## config.mk

```make
export PLATFORM = sky130hd
export DESIGN_NAME = cln_ram
export DESIGN_NICKNAME = d
export VERILOG_FILES = /design/src/hw/rtl/cln_ram.sv
export SDC_FILE = /design/constraint.sdc
export NUM_CORES = 1
export LEC_CHECK = 0
export ABC_AREA = 1
export BUFFER_PORTS_ARGS = -buffer_cell sky130_fd_sc_hd__buf_4
export CORE_MARGIN = 2
export CORE_UTILIZATION = 40
export CTS_CLUSTER_DIAMETER = 80
export DETAILED_ROUTE_END_ITERATION = 7
export RECOVER_POWER = 25
export SYNTH_ARGS = -nofsm -noshare
export SYNTH_HDL_FRONTEND = slang
export SYNTH_SLANG_ARGS = --single-unit
```

## constraint.sdc

```tcl
create_clock -name clk -period 1.3 [get_ports clk]
set_clock_uncertainty 0.15 [all_clocks]
set_input_delay 0 -clock clk [delete_from_list [all_inputs] [get_ports clk]]
set_output_delay 0 -clock clk [all_outputs]
set_load 0.005 [all_outputs]
```

## src/hw/rtl/cln_ram.sv

```systemverilog
// generic single write port ram with registered read
module cln_ram #(
    parameter int unsigned WIDTH = 8,
    parameter int unsigned ADDR_BITS = 4
) (
    input  logic                 clk,
    input  logic                 we,
    input  logic [ADDR_BITS-1:0] waddr,
    input  logic [WIDTH-1:0]     wdata,
    input  logic [ADDR_BITS-1:0] raddr,
    output logic [WIDTH-1:0]     rdata
);

    logic [WIDTH-1:0] mem [2**ADDR_BITS];

    always_ff @(posedge clk)
    begin
        if (we)
        begin
            mem[waddr] <= wdata;
        end
    end

    always_ff @(posedge clk)
    begin
        rdata <= mem[raddr];
    end

endmodule

```

==> results.md <==
- Worst path arrival time: 1.33 ns
- Critical path class: input pin to flop
- R2R depth: 6
- Total congestion overflow: 0
- Average cell area after synthesis: 10.5 µm²
- Final Max Tran Viols: 0
- Via-to-Cell Ratio: slightly below 5
- Post-synthesis cell count: 551
- Ranking of synthesized cells by area: edfxtp_1 (67%), nand2_1 (11%), nand3_1 (8.4%)
- DRT iter0 DRCs: around 330
- Crit. Startpoint: raddr[2]
- IO Port Bufs: 25
- RSZ-0062 raised after global routing: false
- Hold endpoint: rdata[1]
- Die height: 124 µm
- Initial antenna violation count: 0
- # clock sinks: 136
- DIE WIDTH: ~120 µm
- FILL cells: ~1.2k
- Reg2reg setup slack: approximately 0.14 ns
- Worst reg2reg startpoint: mem[14][3]
- Pwr Total: 10700 µW
- Clk_lat worst skew: 0.41 ns
- Synth top area share: 66.7%
- Min Clock Period, post-route: 1.19 ns
- First-pass GRT wire length: 20500 µm
- Largest net degree at the start of global routing: 65
- Final wirelength: 13100 µm
- TritonRoute pass-1 iters: 4
- Sum Neg Setup Slack: 0 ns
- Hold slack: 0.0454 ns
- I/O pin cnt: 26
- Max_cap viols: 0
- Peak Freq: ~0.84 GHz
- Clk slew on worst S/H paths: 0.05 ns
- Die area: around 0.015 mm²
- Clk buf depth: 2
- Yosys warnings: 0
- Share of post-route cells with drive strength above 1: 11.4%
- Yosys cell types: 12
- CTS tree: done
- H-tree depth: 4
- CP required: around 1.5 ns
- Worst hold path class: input pin to flop
- Hold Violations, Final: 0
- Post-route ant nets: 0
- Synthesized cell area: 0.00577 mm²
- Final setup viols: 0
- Num CTS Buffers: 17
- Crit. End Element: flop
- Final std cells w/o fill: between 800 and 900
- Pwr per Cell Area: 1530 mW/mm²
- Crit Reg-Reg Endpoint: rdata[3]
- DR vias: ~3.9k
- Fin nets: 626
- Layout area overhead: 20.9%
- # rows: 43
- Diode count: 0
- Min-Delay Startpoint: raddr[1]
- Register area: 0.00400 mm²
- Core footprint: 0.0140 mm²
- Drc violations: 0
- Slew @ Worst Pin: ~0.67 ns
- Status: completed
- Number of global-route vias before repair: 3765
- Period utilization: 91.3%
- Root Driver: clkbuf_16
- Syn_nets: ~570
- DPL Wire Length: 8020 µm
- Slew headroom: roughly 56%
- Critical Path Start Type: input pin
- Synth Register Bits: approximately 140
- Mean routed wirelength per cell: 16.3 µm
- Maximum vdd drop: 0.000980 V
- GRT Total Usage: 18.7%
- Crit path max fanout: 9
- Multi-input gate area: 0.00121 mm²
- P_leak: ~0.003 µW
- Final RePlAce weighted congestion: 0.827
- Seq/Total Area, Yosys: 69.4%
- Worst hold path depth: 7
- Dpl cells: 759
- Post-synth top area cell: edfxtp_1
- Initial Util: between 40% and 50%
## cells in the mapped netlist, drive strengths merged
library cell / count
dfxtp: 8
buf: 24
nand3: 97
inv: 102
nor2: 17
edfxtp: 128
nand2: 173
nand3b: 2
## per-stage QoR
stage	setup WS [ns]	instance area, µm²	util, %
3_3_place_gp	0.0682	6280	44.9
2_1_floorplan	0.199	5770	-
4_1_cts	0.118	7010	50.1
5_1_grt	0.0606	6970	49.8
6_report	0.113	6970	49.8
3_5_place_dp	0.0571	6280	44.9
## power by group
part	leakage [µW]	internal, µW	switching [µW]
Combinational	0.00147	247	423
Clock	0.000308	3400	1670
Sequential	0.00122	4900	29.6
## registers in the layout, summed over array words and instances (netlist names)
signal and count:
mem 128, rdata 8
## layout by cell type (no fill, tap or decap)
cell type	Yosys	layout
nand2_1	173	173
edfxtp_1	128	128
inv_1	100	100
nand3_1	97	97
buf_4	4	36
nor2_1	17	17
clkbuf_16	0	17
clkbuf_1	0	14
dlygate4sd3_1	0	10
dfxtp_1	8	8
buf_12	0	5
bufinv_16	0	4
clkbuf_8	0	4
inv_2	2	2
nand3b_1	2	2
clkinv_2	0	2
clkinv_1	0	1
clkinvlp_4	0	1
## final cells by class
cell class | count | share of cell area [%]
clock inverters | 8 | 2.03
well taps | 180 | 3.23
multi-input cells | 289 | 17.4
flip-flops and latches | 136 | 57.4
repair buffers | 62 | 7.34
clock buffers | 24 | 7.05
inverters | 102 | 5.49
## layer usage
metal	global-route usage [%]	up-vias	share of wire (%)
li1	-	1886	-
met3	4.03	24	6.0
met5	0	-	0
met2	29.4	124	48
met1	25.1	1849	44
met4	7.72	0	2.3
## repair_timing
action                    in CTS  in global routing
resized for setup              0                  0
buffers inserted               0                  0
hold endpoints to repair     136                  0
hold buffers                  10                  0
## critical path, cell delays in order
cell,delay [ns]
dlygate4sd3_1,0.54
buf_4,0.18
inv_1,0.07
buf_4,0.18
nand3_1,0.11
nand3_1,0.16
nand2_1,0.08
## logic make-up after synthesis
| family | after synthesis | synth area share, % |
|---|---|---|
| simple gates | 289 | 21.0 |
| flops | 136 | 69.4 |
| buf+inv | 126 | 9.52 |
## worst max path at each step
stage	to	slack (ns)
3_5_place_dp	rdata[5]	0.06
4_1_cts	rdata[5]	0.12
3_3_place_gp	rdata[5]	0.07
5_1_grt	rdata[3]	0.06
2_1_floorplan	mem[10][0]	0.20
6_report	rdata[5]	0.11
Note: power is estimated with default switching activity, not from simulation.
