### src/hw/rtl/cln_pkg.sv
// shared types, constants and command codes for the circular list block
package cln_pkg;

    localparam int unsigned ID_BITS = 10;

    localparam logic [2:0] CMD_APPEND     = 3'd0;
    localparam logic [2:0] CMD_INS_AFTER  = 3'd1;
    localparam logic [2:0] CMD_INS_BEFORE = 3'd2;
    localparam logic [2:0] CMD_REM_NEXT   = 3'd3;
    localparam logic [2:0] CMD_REM_PREV   = 3'd4;

    localparam logic [1:0] ST_OK        = 2'd0;
    localparam logic [1:0] ST_NO_ANCHOR = 2'd1;
    localparam logic [1:0] ST_DUPLICATE = 2'd2;

    localparam logic [ID_BITS-1:0] ID_ZERO = '0;
    localparam logic [ID_BITS-1:0] ID_ONE  = {{(ID_BITS-1){1'b0}}, 1'b1};
    localparam logic [ID_BITS-1:0] ID_LAST = '1;
    localparam logic [ID_BITS:0]   SIZE_ZERO = '0;
    localparam logic [ID_BITS:0]   SIZE_ONE  = {{ID_BITS{1'b0}}, 1'b1};

    typedef logic [ID_BITS-1:0] id_t;
    typedef logic [ID_BITS:0]   size_t;

    typedef struct packed {
        logic present;
        id_t  link;
    } prev_entry_t;

    typedef struct packed {
        logic en;
        id_t  addr;
        id_t  data;
    } next_wr_t;

    typedef struct packed {
        logic        en;
        id_t         addr;
        prev_entry_t data;
    } prev_wr_t;

    typedef enum logic [2:0] {
        S_CLEAR,
        S_IDLE,
        S_RD2,
        S_EXEC,
        S_WR2
    } state_t;

endpackage

### src/hw/rtl/cln_ctrl.sv
// command sequencer: reads link tables, evaluates the edit and writes back
module cln_ctrl (
    input  logic                 clk,
    input  logic                 rst_n,
    input  logic                 start,
    output logic                 busy,
    input  logic [2:0]           cmd,
    input  cln_pkg::id_t         anchor_id,
    input  cln_pkg::id_t         new_id,
    output logic                 result_valid,
    output cln_pkg::id_t         neighbor_id,
    output logic [1:0]           status,
    output cln_pkg::id_t         mem_raddr,
    input  cln_pkg::id_t         next_rdata,
    input  cln_pkg::prev_entry_t prev_rdata,
    output cln_pkg::next_wr_t    next_wr,
    output cln_pkg::prev_wr_t    prev_wr
);

    import cln_pkg::*;

    state_t      state_reg, state_next;
    id_t         clr_cnt_reg, clr_cnt_next;
    id_t         head_reg, head_next;
    size_t       size_reg, size_next;
    logic        res_valid_reg, res_valid_next;

    logic [2:0]  cmd_reg, cmd_next;
    id_t         anchor_reg, anchor_next;
    id_t         nid_reg, nid_next;
    logic        pres1_reg, pres1_next;
    id_t         prev1_reg, prev1_next;
    id_t         nb_reg, nb_next;
    id_t         res_nb_reg, res_nb_next;
    logic [1:0]  res_status_reg, res_status_next;
    next_wr_t    wr2_next_reg, wr2_next_next;
    prev_wr_t    wr2_prev_reg, wr2_prev_next;

    logic        is_app, is_ins, is_rem, report;
    logic        app_first, do_link, do_unlink, unlink_last;
    id_t         link_a, link_b, nb_sel;

    // decode of the latched word and the second read
    always_comb
    begin
        is_app = (cmd_reg == CMD_APPEND);
        is_ins = (cmd_reg == CMD_INS_AFTER) || (cmd_reg == CMD_INS_BEFORE);
        is_rem = (cmd_reg == CMD_REM_NEXT) || (cmd_reg == CMD_REM_PREV);
        report = is_ins || is_rem;
        app_first = is_app && !prev_rdata.present && (size_reg == SIZE_ZERO);
        do_link = (is_app && !prev_rdata.present && (size_reg != SIZE_ZERO))
            || (is_ins && pres1_reg && !prev_rdata.present);
        do_unlink = is_rem && pres1_reg;
        unlink_last = do_unlink && (size_reg == SIZE_ONE);
        nb_sel = ((cmd_reg == CMD_INS_AFTER) || (cmd_reg == CMD_REM_NEXT))
            ? next_rdata : prev_rdata.link;
        case (cmd_reg)
            CMD_APPEND:
            begin
                link_a = prev1_reg;
                link_b = head_reg;
            end
            CMD_INS_AFTER:
            begin
                link_a = anchor_reg;
                link_b = nb_reg;
            end
            default:
            begin
                link_a = nb_reg;
                link_b = anchor_reg;
            end
        endcase
    end

    // next state
    always_comb
    begin
        state_next = state_reg;
        case (state_reg)
            S_CLEAR:
            begin
                if (clr_cnt_reg == ID_LAST)
                begin
                    state_next = S_IDLE;
                end
            end
            S_IDLE:
            begin
                if (start)
                begin
                    state_next = S_RD2;
                end
            end
            S_RD2:
            begin
                state_next = S_EXEC;
            end
            S_EXEC:
            begin
                if (do_link || (do_unlink && !unlink_last))
                begin
                    state_next = S_WR2;
                end
                else
                begin
                    state_next = S_IDLE;
                end
            end
            S_WR2:
            begin
                state_next = S_IDLE;
            end
            default:
            begin
                state_next = S_IDLE;
            end
        endcase
    end

    // datapath and memory ports
    always_comb
    begin
        clr_cnt_next    = clr_cnt_reg;
        head_next       = head_reg;
        size_next       = size_reg;
        res_valid_next  = 1'b0;
        cmd_next        = cmd_reg;
        anchor_next     = anchor_reg;
        nid_next        = nid_reg;
        pres1_next      = pres1_reg;
        prev1_next      = prev1_reg;
        nb_next         = nb_reg;
        res_nb_next     = res_nb_reg;
        res_status_next = res_status_reg;
        wr2_next_next   = wr2_next_reg;
        wr2_prev_next   = wr2_prev_reg;
        mem_raddr       = nid_reg;
        next_wr         = '0;
        prev_wr         = '0;
        case (state_reg)
            S_CLEAR:
            begin
                prev_wr.en   = 1'b1;
                prev_wr.addr = clr_cnt_reg;
                clr_cnt_next = clr_cnt_reg + ID_ONE;
            end
            S_IDLE:
            begin
                mem_raddr = (cmd == CMD_APPEND) ? head_reg : anchor_id;
                if (start)
                begin
                    cmd_next    = cmd;
                    anchor_next = anchor_id;
                    nid_next    = new_id;
                end
            end
            S_RD2:
            begin
                pres1_next = prev_rdata.present;
                prev1_next = prev_rdata.link;
                nb_next    = nb_sel;
                mem_raddr  = is_rem ? nb_sel : nid_reg;
            end
            S_EXEC:
            begin
                res_valid_next = report;
                if (!pres1_reg)
                begin
                    res_status_next = ST_NO_ANCHOR;
                    res_nb_next     = ID_ZERO;
                end
                else if (is_ins && prev_rdata.present)
                begin
                    res_status_next = ST_DUPLICATE;
                    res_nb_next     = ID_ZERO;
                end
                else
                begin
                    res_status_next = ST_OK;
                    res_nb_next     = nb_reg;
                end
                if (app_first)
                begin
                    next_wr.en   = 1'b1;
                    next_wr.addr = nid_reg;
                    next_wr.data = nid_reg;
                    prev_wr.en   = 1'b1;
                    prev_wr.addr = nid_reg;
                    prev_wr.data = '{present: 1'b1, link: nid_reg};
                    head_next    = nid_reg;
                    size_next    = SIZE_ONE;
                end
                if (do_link)
                begin
                    next_wr.en    = 1'b1;
                    next_wr.addr  = link_a;
                    next_wr.data  = nid_reg;
                    prev_wr.en    = 1'b1;
                    prev_wr.addr  = nid_reg;
                    prev_wr.data  = '{present: 1'b1, link: link_a};
                    wr2_next_next = '{en: 1'b1, addr: nid_reg, data: link_b};
                    wr2_prev_next = '{en: 1'b1, addr: link_b,
                                      data: '{present: 1'b1, link: nid_reg}};
                    size_next     = size_reg + SIZE_ONE;
                    if (((cmd_reg == CMD_INS_AFTER) && (link_b == head_reg))
                        || ((cmd_reg == CMD_INS_BEFORE) && (anchor_reg == head_reg)))
                    begin
                        head_next = nid_reg;
                    end
                end
                if (do_unlink)
                begin
                    prev_wr.en    = 1'b1;
                    prev_wr.addr  = nb_reg;
                    prev_wr.data  = '0;
                    size_next     = size_reg - SIZE_ONE;
                    wr2_next_next = '{en: 1'b1, addr: prev_rdata.link, data: next_rdata};
                    wr2_prev_next = '{en: 1'b1, addr: next_rdata,
                                      data: '{present: 1'b1, link: prev_rdata.link}};
                    if (unlink_last)
                    begin
                        head_next = ID_ZERO;
                    end
                    else if (nb_reg == head_reg)
                    begin
                        head_next = next_rdata;
                    end
                end
            end
            S_WR2:
            begin
                next_wr = wr2_next_reg;
                prev_wr = wr2_prev_reg;
            end
            default:
            begin
                mem_raddr = nid_reg;
            end
        endcase
    end

    always_ff @(posedge clk or negedge rst_n)
    begin
        if (!rst_n)
        begin
            state_reg     <= S_CLEAR;
            clr_cnt_reg   <= ID_ZERO;
            head_reg      <= ID_ZERO;
            size_reg      <= SIZE_ZERO;
            res_valid_reg <= 1'b0;
        end
        else
        begin
            state_reg     <= state_next;
            clr_cnt_reg   <= clr_cnt_next;
            head_reg      <= head_next;
            size_reg      <= size_next;
            res_valid_reg <= res_valid_next;
        end
    end

    always_ff @(posedge clk)
    begin
        cmd_reg        <= cmd_next;
        anchor_reg     <= anchor_next;
        nid_reg        <= nid_next;
        pres1_reg      <= pres1_next;
        prev1_reg      <= prev1_next;
        nb_reg         <= nb_next;
        res_nb_reg     <= res_nb_next;
        res_status_reg <= res_status_next;
        wr2_next_reg   <= wr2_next_next;
        wr2_prev_reg   <= wr2_prev_next;
    end

    assign busy         = (state_reg != S_IDLE);
    assign result_valid = res_valid_reg;
    assign neighbor_id  = res_nb_reg;
    assign status       = res_status_reg;

endmodule
### config.mk
export PLATFORM = sky130hd
export DESIGN_NAME = cln_ctrl
export DESIGN_NICKNAME = d
export VERILOG_FILES = /design/src/hw/rtl/cln_pkg.sv /design/src/hw/rtl/cln_ctrl.sv
export SDC_FILE = /design/constraint.sdc
export NUM_CORES = 1
export LEC_CHECK = 0
export BUFFER_PORTS_ARGS = -buffer_cell sky130_fd_sc_hd__buf_2
export CORE_UTILIZATION = 30
export DETAILED_ROUTE_END_ITERATION = 7
export GPL_ROUTABILITY_DRIVEN = 0
export PLACE_DENSITY = 0.53
export SYNTH_ARGS = -nofsm -noshare
export SYNTH_HDL_FRONTEND = slang
export SYNTH_SLANG_ARGS = --single-unit
### constraint.sdc
create_clock -name clk -period 3.3 [get_ports clk]
set_clock_uncertainty 0.05 [all_clocks]
set_input_delay 0.33 -clock clk [delete_from_list [all_inputs] [get_ports clk]]
set_output_delay 0.33 -clock clk [all_outputs]
set_load 0.02 [all_outputs]
==> qor.txt <==
outcome: finished clean
DP Area: 7790 um^2
Post-synth EDFFs: 76
IO Port Bufs: 113
Slew @ Worst Pin: 912 ps
Yosys reg bits: 111
Slew Limit Fails: 0
DIE WIDTH: 154 um
Max Freq: 319 MHz
final layout net count: 873
Final Hold Viols: 0
total CTS buffers: 9
post-DP HPWL: 17300 um
Final Instance Count excl. Fillers: 1112
Post-Route Setup TNS: 0 ps
pin count of the biggest net entering global routing: 42
Synth Instances: 724
num rows: 55
grt total ovfl: 0
DRC: 0
Avg Cell Area, Syn: 9.54 um^2
pwr dens: 670 nW/um^2
num ports: 114
met1 Usage GRT: 29.1%
largest family of logic cells by synthesized area: compound AO/OA/AOI/OAI gates
Ant. Diodes: 0
cell area after synthesis: 6910 um^2
DR iter-0 viols: 539
slowest stage cell, crit path: edfxtp_1
CP peak stage delay: 550 ps
Unique masters post-synth: 64
top-area cell type share of the netlist area: 33.0%
Pre-antenna DRT Iters: 5
via count: 6069
Worst setup EP type: primary output
Yosys top cell by area: edfxtp_1
max-cap viol count: 0
CTS tree: done
Warnings, synthesis: 0
adder-cell share of the synthesized area: 0.724%
Synth Net Count: 775
hold slack: 45.0 ps
WL final: 23600 um
xor and xnor area share after synthesis: 4.56%
min cycle time layout: 3130 ps
Seq/Total Area, Yosys: 45.7%
fraction of layout cells with a size suffix above 1: 23.2%
Die Footprint: 23600 um^2
DIE HEIGHT: 154 um
clock-pin slew on the worst setup and hold paths: 80 ps
worst-path maximum fanout: 15
DRT antenna net count: 0
vias per cell: 5.46
CP required: 2920 ps
GR Util met3: 3.58%
core area: 22600 um^2
Fillers: 2293
delay-heaviest family, CP: simple AND/OR/NAND/NOR gates
critical path class: reg2out
RSZ-0062 raised after global routing: no
initial antenna violation count: 0
Peak VDD IR: 352 uV
Clock Path Buffers: 2
GRT Overall Usage: 20.1%
compound-gate portion of the synthesized area: 22.1%
final period utilization: 95.0%
count leader, synth: nand2_1
static leakage: 3.17 nW
Sink Count: 111
met2 Use GR: 30.2%
Root Buffer: clkbuf_16
critical path data arrival time: 2750 ps
crit start category: flip-flop
area delta synth->final: 17.4%
top_reg_cell synth: edfxtp_1
crit path cell chain: buf_4 > or4_1 > a41oi_1 > or2_4 > a22oi_1 > o21ai_0 > buf_2
max reg flops: 20
ys async rst share: 31.5%
htree depth: 3
first-pass GRT wire length: 35500 um
worst min path class: in2async
post-synthesis mux area share: 5.52%
post-synthesis simple-gate area fraction: 15.6%
initial core utilization: 30.5%
routed len/inst: 21.2 um
fin area: 8110 um^2
hold buffers post-CTS: 0
Synth top cells by count: 97 x nand2_1, 76 x edfxtp_1, 49 x o21ai_0
number of buffers and inverters on the critical path: 2
dpl cells: 1091
Setup violations, final: 0
Rel. slew slack: 39.2%
most used routing layer: met2
clock latency on the worst-skew pair: 370 ps
Synth area leaders: edfxtp_1 33%, dfrtp_1 13%, mux2i_1 5.4%
vias in the first global route: 5723
[stage by stage]
stage	util, %	setup WS [ps]	total power [mW]
final	35.8	166	5.44
after global routing	35.8	17.6	5.74
after CTS	35.6	94.1	5.44
after detailed placement	34.4	414	4.37
after global placement	34.4	445	4.36
after floorplan	-	340	3.57
[cells in the final DEF, fill, tap and decap left out, drive strengths merged, types with 10 or more instances in the layout]
master	n
o211ai	12
nand2	97
nor2	47
a211oi	17
a21oi	30
nand3	10
and2	18
nor3	13
a22oi	17
edfxtp	76
a311oi	11
mux2i	37
dfrtp	35
inv	30
a31o	10
xor2	11
o221ai	11
a22o	10
xnor2	25
o21ai	52
buf	148
[path summary, 6_finish.rpt]
path	from	to	slack, ps	depth (start not counted)
max	cmd_reg[2]	prev_wr[8]	170	7
min	rst_n	clr_cnt_reg[2]	40	1
max reg2reg	cmd_reg[0]	head_reg[7]	500	7
min reg2reg	size_reg[10]	size_reg[10]	460	1
max in group asynchronous	rst_n	size_reg[6]	2580	1
min in group clk	new_id[2]	nid_reg[2]	80	1
[cells by family after synthesis]
family                     Yosys count
and+or+nand+nor                    228
xor gates and xnor gates            36
adders and majority gates            4
muxes                               38
buffers and inverters               90
AOI/OAI and AO/OA                  217
DFF                                111
[power by group]
| part | switching (mW) | total (mW) | internal, mW | leakage, nW |
|---|---|---|---|---|
| Combinational | 1.40 | 2.19 | 0.788 | 1.86 |
| Sequential | 0.350 | 2.18 | 1.83 | 1.17 |
| Clock | 0.550 | 1.06 | 0.515 | 0.137 |
[routing by layer]
layer  part of all wire, %  up-vias
met5                     0        -
met4                   2.2        0
met3                   6.7       26
met2                    44      254
met1                    47     2923
li1                      -     2866
[cell type report]
| class | instances | area, um^2 | share of cell area, % |
|---|---|---|---|
| flip-flops and latches | 111 | 3160 | 38.9 |
| clock inverters | 7 | 48.8 | 0.601 |
| repair buffers | 148 | 828 | 10.2 |
| inverters | 29 | 109 | 1.34 |
| clock buffers | 9 | 225 | 2.78 |
| multi-input cells | 523 | 3390 | 41.7 |
| well taps | 285 | 357 | 4.40 |
[what timing repair did]
action                                  4_1_cts  5_1_grt
endpoints found under the hold margin         0        0
endpoints found under the setup margin        0       19
resized for setup                             0        3
setup buffers                                 0        5
Power figures use the tool's default switching activity.
